**src/design/rpn_pkg.sv**
```systemverilog
// types, codes and constants for the rpn stack calculator
// no dependencies; used by every module of the block
package rpn_pkg;

  localparam int WORD_W          = 32;
  localparam int PV_W            = 31;
  localparam int REQ_W           = 3;
  localparam int STS_W           = 3;
  localparam int STACK_DEPTH_DEF = 32;
  localparam int DIV_STEP_W      = $clog2(WORD_W);

  typedef enum logic [REQ_W-1:0] {
    REQ_PUSH  = 3'd0,
    REQ_ADD   = 3'd1,
    REQ_SUB   = 3'd2,
    REQ_MUL   = 3'd3,
    REQ_DIV   = 3'd4,
    REQ_PEEK  = 3'd5,
    REQ_DUMP  = 3'd6,
    REQ_CLEAR = 3'd7
  } rpn_req_t;

  typedef enum logic [STS_W-1:0] {
    STS_DONE  = 3'd0,
    STS_VALUE = 3'd1,
    STS_FEW   = 3'd2,
    STS_EMPTY = 3'd3,
    STS_DIV0  = 3'd4,
    STS_FULL  = 3'd5
  } rpn_sts_t;

  typedef enum logic [1:0] {
    RD_TOP,
    RD_SEC,
    RD_NEXT
  } rpn_rdsel_t;

  typedef enum logic [3:0] {
    S_IDLE,
    S_DECODE,
    S_OP_T,
    S_OP_S,
    S_EXEC,
    S_DIV,
    S_WB,
    S_CAP,
    S_EMIT
  } rpn_state_t;

  typedef struct packed {
    logic [REQ_W-1:0] req_type;
    logic [PV_W-1:0]  push_value;
  } rpn_in_t;

  typedef struct packed {
    logic signed [WORD_W-1:0] result_value;
    logic [STS_W-1:0]         status;
    logic                     last;
  } rpn_out_t;

  // controller to datapath
  typedef struct packed {
    logic       capture_in;
    logic       rd_en;
    rpn_rdsel_t rd_sel;
    logic       cap_t;
    logic       cap_s;
    logic       alu_load;
    logic       div_start;
    logic       div_load;
    logic       wb;
    logic       push;
    logic       clear;
    logic       idx_load;
    logic       idx_dec;
    logic       res_load;
    rpn_sts_t   res_status;
    logic       res_from_mem;
    logic       res_last;
    logic       out_load;
  } rpn_cmd_t;

  // datapath to controller
  typedef struct packed {
    rpn_req_t req;
    logic     cnt_zero;
    logic     cnt_full;
    logic     cnt_lt2;
    logic     t_zero;
    logic     idx_zero;
    logic     div_done;
    logic     out_free;
  } rpn_stat_t;

endpackage

```
**src/design/rpn_div.sv**
```systemverilog
// iterative signed divider, one quotient bit per cycle, truncating toward zero
// depends on rpn_pkg
module rpn_div (
  input  logic                        clk,
  input  logic                        rst_n,
  input  logic                        start,
  input  logic [rpn_pkg::WORD_W-1:0]  dividend,
  input  logic [rpn_pkg::WORD_W-1:0]  divisor,
  output logic                        done,
  output logic [rpn_pkg::WORD_W-1:0]  quotient
);

  logic                             busy_r;
  logic                             done_r;
  logic [rpn_pkg::DIV_STEP_W-1:0]   step_r;
  logic [rpn_pkg::WORD_W-1:0]       rem_r;
  logic [rpn_pkg::WORD_W-1:0]       quo_r;
  logic [rpn_pkg::WORD_W-1:0]       dvs_r;
  logic                             neg_r;

  logic [rpn_pkg::WORD_W:0]         rem_sh;
  logic [rpn_pkg::WORD_W:0]         diff;
  logic                             ge;
  logic                             na;
  logic                             nb;

  assign na = dividend[rpn_pkg::WORD_W-1];
  assign nb = divisor[rpn_pkg::WORD_W-1];

  always_comb begin
    rem_sh = {rem_r, quo_r[rpn_pkg::WORD_W-1]};
    diff   = rem_sh - {1'b0, dvs_r};
    ge     = !diff[rpn_pkg::WORD_W];
  end

  always_ff @(posedge clk) begin
    if (!rst_n) begin
      busy_r <= 1'b0;
      done_r <= 1'b0;
      step_r <= '0;
    end else begin
      done_r <= 1'b0;
      if (start) begin
        busy_r <= 1'b1;
        step_r <= '0;
      end else if (busy_r) begin
        step_r <= step_r + 1'b1;
        if (step_r == rpn_pkg::DIV_STEP_W'(rpn_pkg::WORD_W - 1)) begin
          busy_r <= 1'b0;
          done_r <= 1'b1;
        end
      end
    end
  end

  // magnitudes in, sign restored on the way out
  always_ff @(posedge clk) begin
    if (start) begin
      rem_r <= '0;
      quo_r <= na ? (~dividend + 1'b1) : dividend;
      dvs_r <= nb ? (~divisor + 1'b1) : divisor;
      neg_r <= na ^ nb;
    end else if (busy_r) begin
      rem_r <= ge ? diff[rpn_pkg::WORD_W-1:0] : rem_sh[rpn_pkg::WORD_W-1:0];
      quo_r <= {quo_r[rpn_pkg::WORD_W-2:0], ge};
    end
  end

  assign done     = done_r;
  assign quotient = neg_r ? (~quo_r + 1'b1) : quo_r;

endmodule

```
**src/design/rpn_datapath.sv**
```systemverilog
// datapath: stack memory, entry count, operand registers, alu and output register
// depends on rpn_pkg and rpn_div
module rpn_datapath #(
  parameter int STACK_DEPTH = rpn_pkg::STACK_DEPTH_DEF
) (
  input  logic              clk,
  input  logic              rst_n,
  input  rpn_pkg::rpn_in_t  in_data,
  input  rpn_pkg::rpn_cmd_t cmd,
  output rpn_pkg::rpn_stat_t stat,
  input  logic              out_ready,
  output logic              out_valid,
  output rpn_pkg::rpn_out_t out_data
);

  localparam int ADDR_W = $clog2(STACK_DEPTH);
  localparam int CNT_W  = $clog2(STACK_DEPTH + 1);

  logic [rpn_pkg::WORD_W-1:0] mem [STACK_DEPTH];

  logic [CNT_W-1:0]            cnt_r;
  rpn_pkg::rpn_req_t           req_r;
  logic [rpn_pkg::PV_W-1:0]    pv_r;
  logic [ADDR_W-1:0]           idx_r;
  logic [rpn_pkg::WORD_W-1:0]  t_r;
  logic [rpn_pkg::WORD_W-1:0]  s_r;
  logic [rpn_pkg::WORD_W-1:0]  r_r;
  logic [rpn_pkg::WORD_W-1:0]  rd_data_r;
  rpn_pkg::rpn_out_t           res_r;
  logic                        out_valid_r;
  rpn_pkg::rpn_out_t           out_data_r;

  logic [CNT_W-1:0]            cnt_dec1;
  logic [CNT_W-1:0]            cnt_dec2;
  logic [ADDR_W-1:0]           rd_addr;
  logic [ADDR_W-1:0]           wr_addr;
  logic [rpn_pkg::WORD_W-1:0]  wr_data;
  logic                        wr_en;
  logic [rpn_pkg::WORD_W-1:0]  alu;
  logic                        div_done;
  logic [rpn_pkg::WORD_W-1:0]  div_q;

  assign cnt_dec1 = cnt_r - CNT_W'(1);
  assign cnt_dec2 = cnt_r - CNT_W'(2);

  always_comb begin
    unique case (cmd.rd_sel)
      rpn_pkg::RD_TOP:  rd_addr = cnt_dec1[ADDR_W-1:0];
      rpn_pkg::RD_SEC:  rd_addr = cnt_dec2[ADDR_W-1:0];
      rpn_pkg::RD_NEXT: rd_addr = idx_r - 1'b1;
      default:          rd_addr = idx_r;
    endcase
  end

  // push writes the slot above the top, write-back lands on the second entry
  assign wr_en   = cmd.push | cmd.wb;
  assign wr_addr = cmd.push ? cnt_r[ADDR_W-1:0] : cnt_dec2[ADDR_W-1:0];
  assign wr_data = cmd.push ? {1'b0, pv_r} : r_r;

  always_ff @(posedge clk) begin
    if (wr_en) begin
      mem[wr_addr] <= wr_data;
    end
    if (cmd.rd_en) begin
      rd_data_r <= mem[rd_addr];
    end
  end

  // product kept to the low word, wrapping like the other operations
  always_comb begin
    unique case (req_r)
      rpn_pkg::REQ_SUB: alu = s_r - t_r;
      rpn_pkg::REQ_MUL: alu = s_r * t_r;
      default:          alu = s_r + t_r;
    endcase
  end

  rpn_div u_div (
    .clk      (clk),
    .rst_n    (rst_n),
    .start    (cmd.div_start),
    .dividend (s_r),
    .divisor  (t_r),
    .done     (div_done),
    .quotient (div_q)
  );

  always_ff @(posedge clk) begin
    if (!rst_n) begin
      cnt_r       <= '0;
      out_valid_r <= 1'b0;
    end else begin
      if (cmd.clear) begin
        cnt_r <= '0;
      end else if (cmd.push) begin
        cnt_r <= cnt_r + 1'b1;
      end else if (cmd.wb) begin
        cnt_r <= cnt_dec1;
      end
      if (cmd.out_load) begin
        out_valid_r <= 1'b1;
      end else if (out_ready) begin
        out_valid_r <= 1'b0;
      end
    end
  end

  always_ff @(posedge clk) begin
    if (cmd.capture_in) begin
      req_r <= rpn_pkg::rpn_req_t'(in_data.req_type);
      pv_r  <= in_data.push_value;
    end
    if (cmd.cap_t) begin
      t_r <= rd_data_r;
    end
    if (cmd.cap_s) begin
      s_r <= rd_data_r;
    end
    if (cmd.alu_load) begin
      r_r <= alu;
    end else if (cmd.div_load) begin
      r_r <= div_q;
    end
    if (cmd.idx_load) begin
      idx_r <= cnt_dec1[ADDR_W-1:0];
    end else if (cmd.idx_dec) begin
      idx_r <= idx_r - 1'b1;
    end
    if (cmd.res_load) begin
      res_r.result_value <= cmd.res_from_mem ? $signed(rd_data_r) : '0;
      res_r.status       <= cmd.res_status;
      res_r.last         <= cmd.res_last;
    end
    if (cmd.out_load) begin
      out_data_r <= res_r;
    end
  end

  always_comb begin
    stat.req      = req_r;
    stat.cnt_zero = (cnt_r == '0);
    stat.cnt_full = (cnt_r == CNT_W'(STACK_DEPTH));
    stat.cnt_lt2  = (cnt_r < CNT_W'(2));
    stat.t_zero   = (t_r == '0);
    stat.idx_zero = (idx_r == '0);
    stat.div_done = div_done;
    stat.out_free = !out_valid_r || out_ready;
  end

  assign out_valid = out_valid_r;
  assign out_data  = out_data_r;

endmodule

```
**src/design/rpn_ctrl.sv**
```systemverilog
// controller state machine: sequences decode, operand reads, execute and output words
// depends on rpn_pkg
module rpn_ctrl (
  input  logic               clk,
  input  logic               rst_n,
  input  logic               in_valid,
  output logic               in_ready,
  input  rpn_pkg::rpn_stat_t stat,
  output rpn_pkg::rpn_cmd_t  cmd
);

  rpn_pkg::rpn_state_t state_r;
  rpn_pkg::rpn_state_t state_nxt;
  logic                more_r;
  logic                more_nxt;

  always_ff @(posedge clk) begin
    if (!rst_n) begin
      state_r <= rpn_pkg::S_IDLE;
      more_r  <= 1'b0;
    end else begin
      state_r <= state_nxt;
      more_r  <= more_nxt;
    end
  end

  always_comb begin
    state_nxt = state_r;
    more_nxt  = more_r;
    in_ready  = 1'b0;
    cmd       = '0;
    unique case (state_r)
      rpn_pkg::S_IDLE: begin
        in_ready = 1'b1;
        if (in_valid) begin
          cmd.capture_in = 1'b1;
          state_nxt      = rpn_pkg::S_DECODE;
        end
      end
      rpn_pkg::S_DECODE: begin
        cmd.res_last = 1'b1;
        unique case (stat.req)
          rpn_pkg::REQ_PUSH: begin
            cmd.res_load = 1'b1;
            if (stat.cnt_full) begin
              cmd.res_status = rpn_pkg::STS_FULL;
            end else begin
              cmd.push       = 1'b1;
              cmd.res_status = rpn_pkg::STS_DONE;
            end
            state_nxt = rpn_pkg::S_EMIT;
          end
          rpn_pkg::REQ_ADD, rpn_pkg::REQ_SUB, rpn_pkg::REQ_MUL, rpn_pkg::REQ_DIV: begin
            if (stat.cnt_lt2) begin
              cmd.res_load   = 1'b1;
              cmd.res_status = rpn_pkg::STS_FEW;
              state_nxt      = rpn_pkg::S_EMIT;
            end else begin
              cmd.rd_en  = 1'b1;
              cmd.rd_sel = rpn_pkg::RD_TOP;
              state_nxt  = rpn_pkg::S_OP_T;
            end
          end
          rpn_pkg::REQ_PEEK, rpn_pkg::REQ_DUMP: begin
            if (stat.cnt_zero) begin
              cmd.res_load   = 1'b1;
              cmd.res_status = rpn_pkg::STS_EMPTY;
              state_nxt      = rpn_pkg::S_EMIT;
            end else begin
              cmd.rd_en    = 1'b1;
              cmd.rd_sel   = rpn_pkg::RD_TOP;
              cmd.idx_load = 1'b1;
              state_nxt    = rpn_pkg::S_CAP;
            end
          end
          default: begin
            cmd.clear      = 1'b1;
            cmd.res_load   = 1'b1;
            cmd.res_status = rpn_pkg::STS_DONE;
            state_nxt      = rpn_pkg::S_EMIT;
          end
        endcase
      end
      rpn_pkg::S_OP_T: begin
        cmd.cap_t  = 1'b1;
        cmd.rd_en  = 1'b1;
        cmd.rd_sel = rpn_pkg::RD_SEC;
        state_nxt  = rpn_pkg::S_OP_S;
      end
      rpn_pkg::S_OP_S: begin
        cmd.cap_s = 1'b1;
        state_nxt = rpn_pkg::S_EXEC;
      end
      rpn_pkg::S_EXEC: begin
        if (stat.req == rpn_pkg::REQ_DIV) begin
          if (stat.t_zero) begin
            cmd.res_load   = 1'b1;
            cmd.res_status = rpn_pkg::STS_DIV0;
            cmd.res_last   = 1'b1;
            state_nxt      = rpn_pkg::S_EMIT;
          end else begin
            cmd.div_start = 1'b1;
            state_nxt     = rpn_pkg::S_DIV;
          end
        end else begin
          cmd.alu_load = 1'b1;
          state_nxt    = rpn_pkg::S_WB;
        end
      end
      rpn_pkg::S_DIV: begin
        if (stat.div_done) begin
          cmd.div_load = 1'b1;
          state_nxt    = rpn_pkg::S_WB;
        end
      end
      rpn_pkg::S_WB: begin
        cmd.wb         = 1'b1;
        cmd.res_load   = 1'b1;
        cmd.res_status = rpn_pkg::STS_DONE;
        cmd.res_last   = 1'b1;
        state_nxt      = rpn_pkg::S_EMIT;
      end
      rpn_pkg::S_CAP: begin
        // peek gives one word; dump walks down until the bottom entry
        cmd.res_load     = 1'b1;
        cmd.res_from_mem = 1'b1;
        cmd.res_status   = rpn_pkg::STS_VALUE;
        cmd.res_last     = (stat.req != rpn_pkg::REQ_DUMP) || stat.idx_zero;
        more_nxt         = (stat.req == rpn_pkg::REQ_DUMP) && !stat.idx_zero;
        state_nxt        = rpn_pkg::S_EMIT;
      end
      rpn_pkg::S_EMIT: begin
        if (stat.out_free) begin
          cmd.out_load = 1'b1;
          if (more_r) begin
            cmd.idx_dec = 1'b1;
            cmd.rd_en   = 1'b1;
            cmd.rd_sel  = rpn_pkg::RD_NEXT;
            state_nxt   = rpn_pkg::S_CAP;
          end else begin
            state_nxt = rpn_pkg::S_IDLE;
          end
        end
      end
      default: begin
        state_nxt = rpn_pkg::S_IDLE;
      end
    endcase
  end

endmodule

```
**src/design/rpn_stack_calculator.sv**
```systemverilog
// rpn stack calculator top level: one command word in, one or more result words out.
// push, clear and too-few/empty/full results go from decode straight to the output word;
// peek reads the top entry; arithmetic reads both operands, divide by zero stops at execute,
// divide waits for the divider before write-back. dump gives its words one at a time, top first;
// the next command is taken the cycle after the last word is loaded out.
// reset (rst_n, synchronous) empties the stack; stack memory contents are not cleared.
module rpn_stack_calculator #(
  parameter int STACK_DEPTH = rpn_pkg::STACK_DEPTH_DEF
) (
  input  logic              clk,
  input  logic              rst_n,
  input  logic              in_valid,
  output logic              in_ready,
  input  rpn_pkg::rpn_in_t  in_data,
  output logic              out_valid,
  input  logic              out_ready,
  output rpn_pkg::rpn_out_t out_data
);

  rpn_pkg::rpn_cmd_t  cmd;
  rpn_pkg::rpn_stat_t stat;

  rpn_ctrl u_ctrl (
    .clk      (clk),
    .rst_n    (rst_n),
    .in_valid (in_valid),
    .in_ready (in_ready),
    .stat     (stat),
    .cmd      (cmd)
  );

  rpn_datapath #(
    .STACK_DEPTH (STACK_DEPTH)
  ) u_dp (
    .clk       (clk),
    .rst_n     (rst_n),
    .in_data   (in_data),
    .cmd       (cmd),
    .stat      (stat),
    .out_ready (out_ready),
    .out_valid (out_valid),
    .out_data  (out_data)
  );

endmodule

```
**config.mk**
```make
export PLATFORM = sky130hd
export DESIGN_NAME = rpn_stack_calculator
export DESIGN_NICKNAME = d
export VERILOG_FILES = /design/src/design/rpn_pkg.sv /design/src/design/rpn_div.sv /design/src/design/rpn_datapath.sv /design/src/design/rpn_ctrl.sv /design/src/design/rpn_stack_calculator.sv
export SDC_FILE = /design/constraint.sdc
export NUM_CORES = 2
export LEC_CHECK = 0
export BUFFER_PORTS_ARGS = -buffer_cell sky130_fd_sc_hd__buf_2
export CORE_AREA = 4 4 426 428
export CTS_CLUSTER_DIAMETER = 60
export CTS_CLUSTER_SIZE = 8
export DETAILED_ROUTE_END_ITERATION = 12
export DIE_AREA = 0 0 430 432
export PLACE_DENSITY = 0.55
export RECOVER_POWER = 100
export SLEW_MARGIN = 25
export SYNTH_ARGS = -nofsm -noshare
export SYNTH_HDL_FRONTEND = slang
export SYNTH_SLANG_ARGS = --single-unit
```
**constraint.sdc**
```tcl
create_clock -name clk -period 6.6 [get_ports clk]
set_clock_uncertainty 0.15 [all_clocks]
set_input_delay 1.32 -clock clk [delete_from_list [all_inputs] [get_ports clk]]
set_output_delay 1.32 -clock clk [all_outputs]
set_load 0.05 [all_outputs]
```
==> flow_summary_export.csv <==
group,metric,value,unit
logic_synthesis,async_flop_share,0,%
sta,fin_crit_sh,110,%
place,place_ws,-0.695,ns
clocking,root_buffer,"clkbuf_16",
sta,setup_viol,19,
global_route,grt_pass1_vias,46600,
logic_synthesis,synth_most_common_cell,"edfxtp_1",
sta,hold_viol,0,
clocking,cts_made_buffers,196,
sta,fmax,0.138,GHz
logic_synthesis,syn_area_per_cell,14.0,um2
place,io_buffers,75,
die,fp-row-count,155,
global_route,gr-total-overflow,0,
logic_synthesis,synth.cell_area,74300,um2
status,violations,"max-capacitance violations, max-slew violations, negative setup slack",
sta,tightestPinTransition,2.84,ns
detailed_routing,via_per_inst,5.50,
sta,rsz0062_at_grt,"yes",
power,p_per_area,238,nW/um2
logic_synthesis,ys_top_cells_by_area,"edfxtp_1 (54%), fa_1 (11%), mux4_2 (7.8%)",
min_path,hold_class,"reg2reg",
worst_setup_path,arrival,7.63,ns
logic_synthesis,synthMuxAreaShare,10.2,%
logic_synthesis,synth_top_family_by_area,"adder cells",
sta,setup_tns,-8.35,ns
place,hpwl,143000,um
worst_setup_path,path_class,"reg2reg",
power,power.total,20.7,mW
logic_synthesis,synth_compound_area_share,5.14,%
worst_setup_path,cp_max_fo,5,
worst_setup_path,slowest_stage,"fa_2",
logic_synthesis,ys_seq_area_share,55.1,%
clocking,insertion_delay,0.81,ns
die,coreArea,178000,um2
logic_synthesis,synth_cells,5295,
logic_synthesis,synth_warnings,0,
clocking,clkSlewWorstSetupHoldPaths,0.05,ns
final_layout,final_cell_area,86800,um2
die,ios,76,
worst_setup_path,required,6.95,ns
logic_synthesis,synthTopCellsByCount,"edfxtp_1 (1328), nand2_1 (530), inv_1 (443)",
worst_setup_path,cp-start-kind,"register",
sta,slew_viol_final,186,
final_layout,fill_cells,15300,
worst_setup_path,critical-path-max-stage-delay,0.60,ns
final_layout,area_delta_synth_final,16.9,%
die,start_util,41.8,%
die,die_w,430,um
die,die_y,432,um
detailed_routing,dr.first_iter.drc_count,3570,
place,placed_cells,7803,
logic_synthesis,syn-num-nets,5942,
clocking,h-tree-depth,4,
logic_synthesis,synth_top_area_cell,"edfxtp_1",
global_route,grt_max_degree,97,
final_layout,fin_cells,8073,
global_route,antenna_found_initial,8,
logic_synthesis,synth_top_area_share,53.7,%
power,peakVddDrop,240,uV
logic_synthesis,ys.flop_type,"edfxtp_1",
place,place_congestion,0.907,
worst_setup_path,crit_path_end_kind,"register",
place,dpl_cell_area,80400,um2
logic_synthesis,synthSimpleGateAreaFrac,8.36,%
logic_synthesis,synthAdderAreaFrac,14.4,%
worst_setup_path,crit_family,"adder cells",
final_layout,fin_nets,6317,
worst_setup_path,path_buf_inv,5,
clocking,clock-sinks,1379,
detailed_routing,drtAntennaViolNets,0,
detailed_routing,drt_pass1_iterations,7,
logic_synthesis,synth-seq-cells,1379,
clocking,clockBufferDepth,3,
detailed_routing,drc_errors,0,
final_layout,drive_above_1_share,21.7,%
sta,fin_crit,7.27,ns
sta,slew_headroom,-89.4,%
logic_synthesis,synth_xor_xnor_area_share,3.04,%
logic_synthesis,synth_edf_count,1328,
detailed_routing,dr_total_vias,44400,
worst_setup_path,worstPathCellList,"buf_6 -> clkbuf_16 -> and2_1 -> fa_2 -> fa_2 -> fa_1 -> inv_1 -> fa_1 -> inv_1 -> fa_1 -> fa_2 -> fa_1 -> fa_2 -> ha_1 -> a21oi_2 -> buf_4 -> a211oi_2 -> o21a_1 -> or3_4 -> a311oi_4 -> a21oi_2",
status,outcome,"complete, but fails checks",
job,cap_violations,6,
clocking,cts_tree,"yes",
detailed_routing,wirelength,210000,um
global_route,grt_pass1_wl,312000,um
die,die-area,186000,um2
sta,setup_slack,-0.673,ns
global_route,track_usage,22.8,%
power,p_leak,32.2,nW
logic_synthesis,synthDistinctLibCells,82,
detailed_routing,wl_per_cell,26.1,um
## cell type report
type | count | area (um2) | area share (%)
Sequential cell | 1379 | 40900 | 47.1
Multi-Input combinational cell | 3179 | 31900 | 36.7
Clock buffer | 216 | 5010 | 5.77
Timing Repair Buffer | 469 | 4050 | 4.66
Tap cell | 2355 | 2950 | 3.39
Inverter | 445 | 1670 | 1.92
Clock inverter | 25 | 385 | 0.444
Antenna cell | 5 | 12.5 | 0.0144
## per-layer routing
layer  up-vias  routed length (um)  global-route usage, %  share of wire, %
li1      19600                   -                      -                 -
met1     23000               86400                   29.8                41
met2      1338              106000                   39.4                50
met3       348               10400                   2.85               4.9
met4         0                7900                   8.08               3.8
met5         -                   0                      0                 0
## registers in the layout, summed over array words and instances, names as in the netlist, 3 cells and up
register and flops:
u_dp.rd_data_r 32, u_dp.u_div.step_r 5, u_dp.mem 1024, u_dp.u_div.dvs_r 32
u_dp.pv_r 31, u_dp.req_r 3, u_dp.r_r 32, u_dp.s_r 32
u_dp.res_r 36, u_dp.t_r 32, u_dp.cnt_r 6, u_dp.idx_r 5
u_ctrl.state_r 4, u_dp.out_data 36, u_dp.u_div.quo_r 32, u_dp.u_div.rem_r 32
## cells in the final DEF (no fill, tap or decap), drive strengths merged, types with 26 or more instances in the layout
master / n
nand2b: 26
dfxtp: 51
o211ai: 41
inv: 451
buf: 459
a21o: 33
a211oi: 27
o31ai: 36
o21ai: 198
nand3: 31
ha: 199
a21oi: 152
mux4: 256
nor3: 48
xor2: 118
nor2: 169
mux2: 66
nand2: 533
and2: 349
fa: 410
clkbuf: 226
edfxtp: 1328
mux2i: 105
xnor2: 140
## final timing paths
check	from	to	slack, ns	cells past startpoint
max	u_dp.t_r[7]$_DFFE_PP_	u_dp.r_r[22]$_DFFE_PP_	-0.67	21
min	u_dp.res_r[6]$_SDFFCE_PN0P_	u_dp.out_data[6]$_DFFE_PP_	0.27	0
max reg2reg	u_dp.t_r[7]$_DFFE_PP_	u_dp.r_r[22]$_DFFE_PP_	-0.67	21
min reg2reg	u_dp.res_r[6]$_SDFFCE_PN0P_	u_dp.out_data[6]$_DFFE_PP_	0.27	0
## report_power, final
part           switching [mW]  internal (mW)  total (mW)
Combinational            1.10          0.794        1.90
Sequential             0.0626           9.69        9.75
Clock                    3.57           5.45        9.02
## cell families (layout without fill, tap and decap cells)
group / after synthesis / count (layout)
other: 0 / 5
buffers and inverters: 737 / 1155
muxes: 427 / 427
and+or+nand+nor: 1272 / 1272
AOI/OAI and AO/OA: 613 / 613
xor gates and xnor gates: 258 / 258
DFF: 1379 / 1379
adders and majority gates: 609 / 609
## through the flow
step	hold WS (ns)	utilization, %
global placement	0.255	45.2
finish	0.266	48.8
detailed placement	0.256	45.2
global route	0.275	48.8
floorplan	0.250	-
CTS	0.267	48.6
## repair_timing
item / in CTS / in global routing
setup buffers: 16 / 15
hold endpoints to repair: 0 / 0
setup endpoints to repair: 19 / 22
hold buffers: 0 / 0
pin swaps: 40 / 55
gates resized for setup: 86 / 83
cloned: 1 / 1
Power figures use the tool's default switching activity.
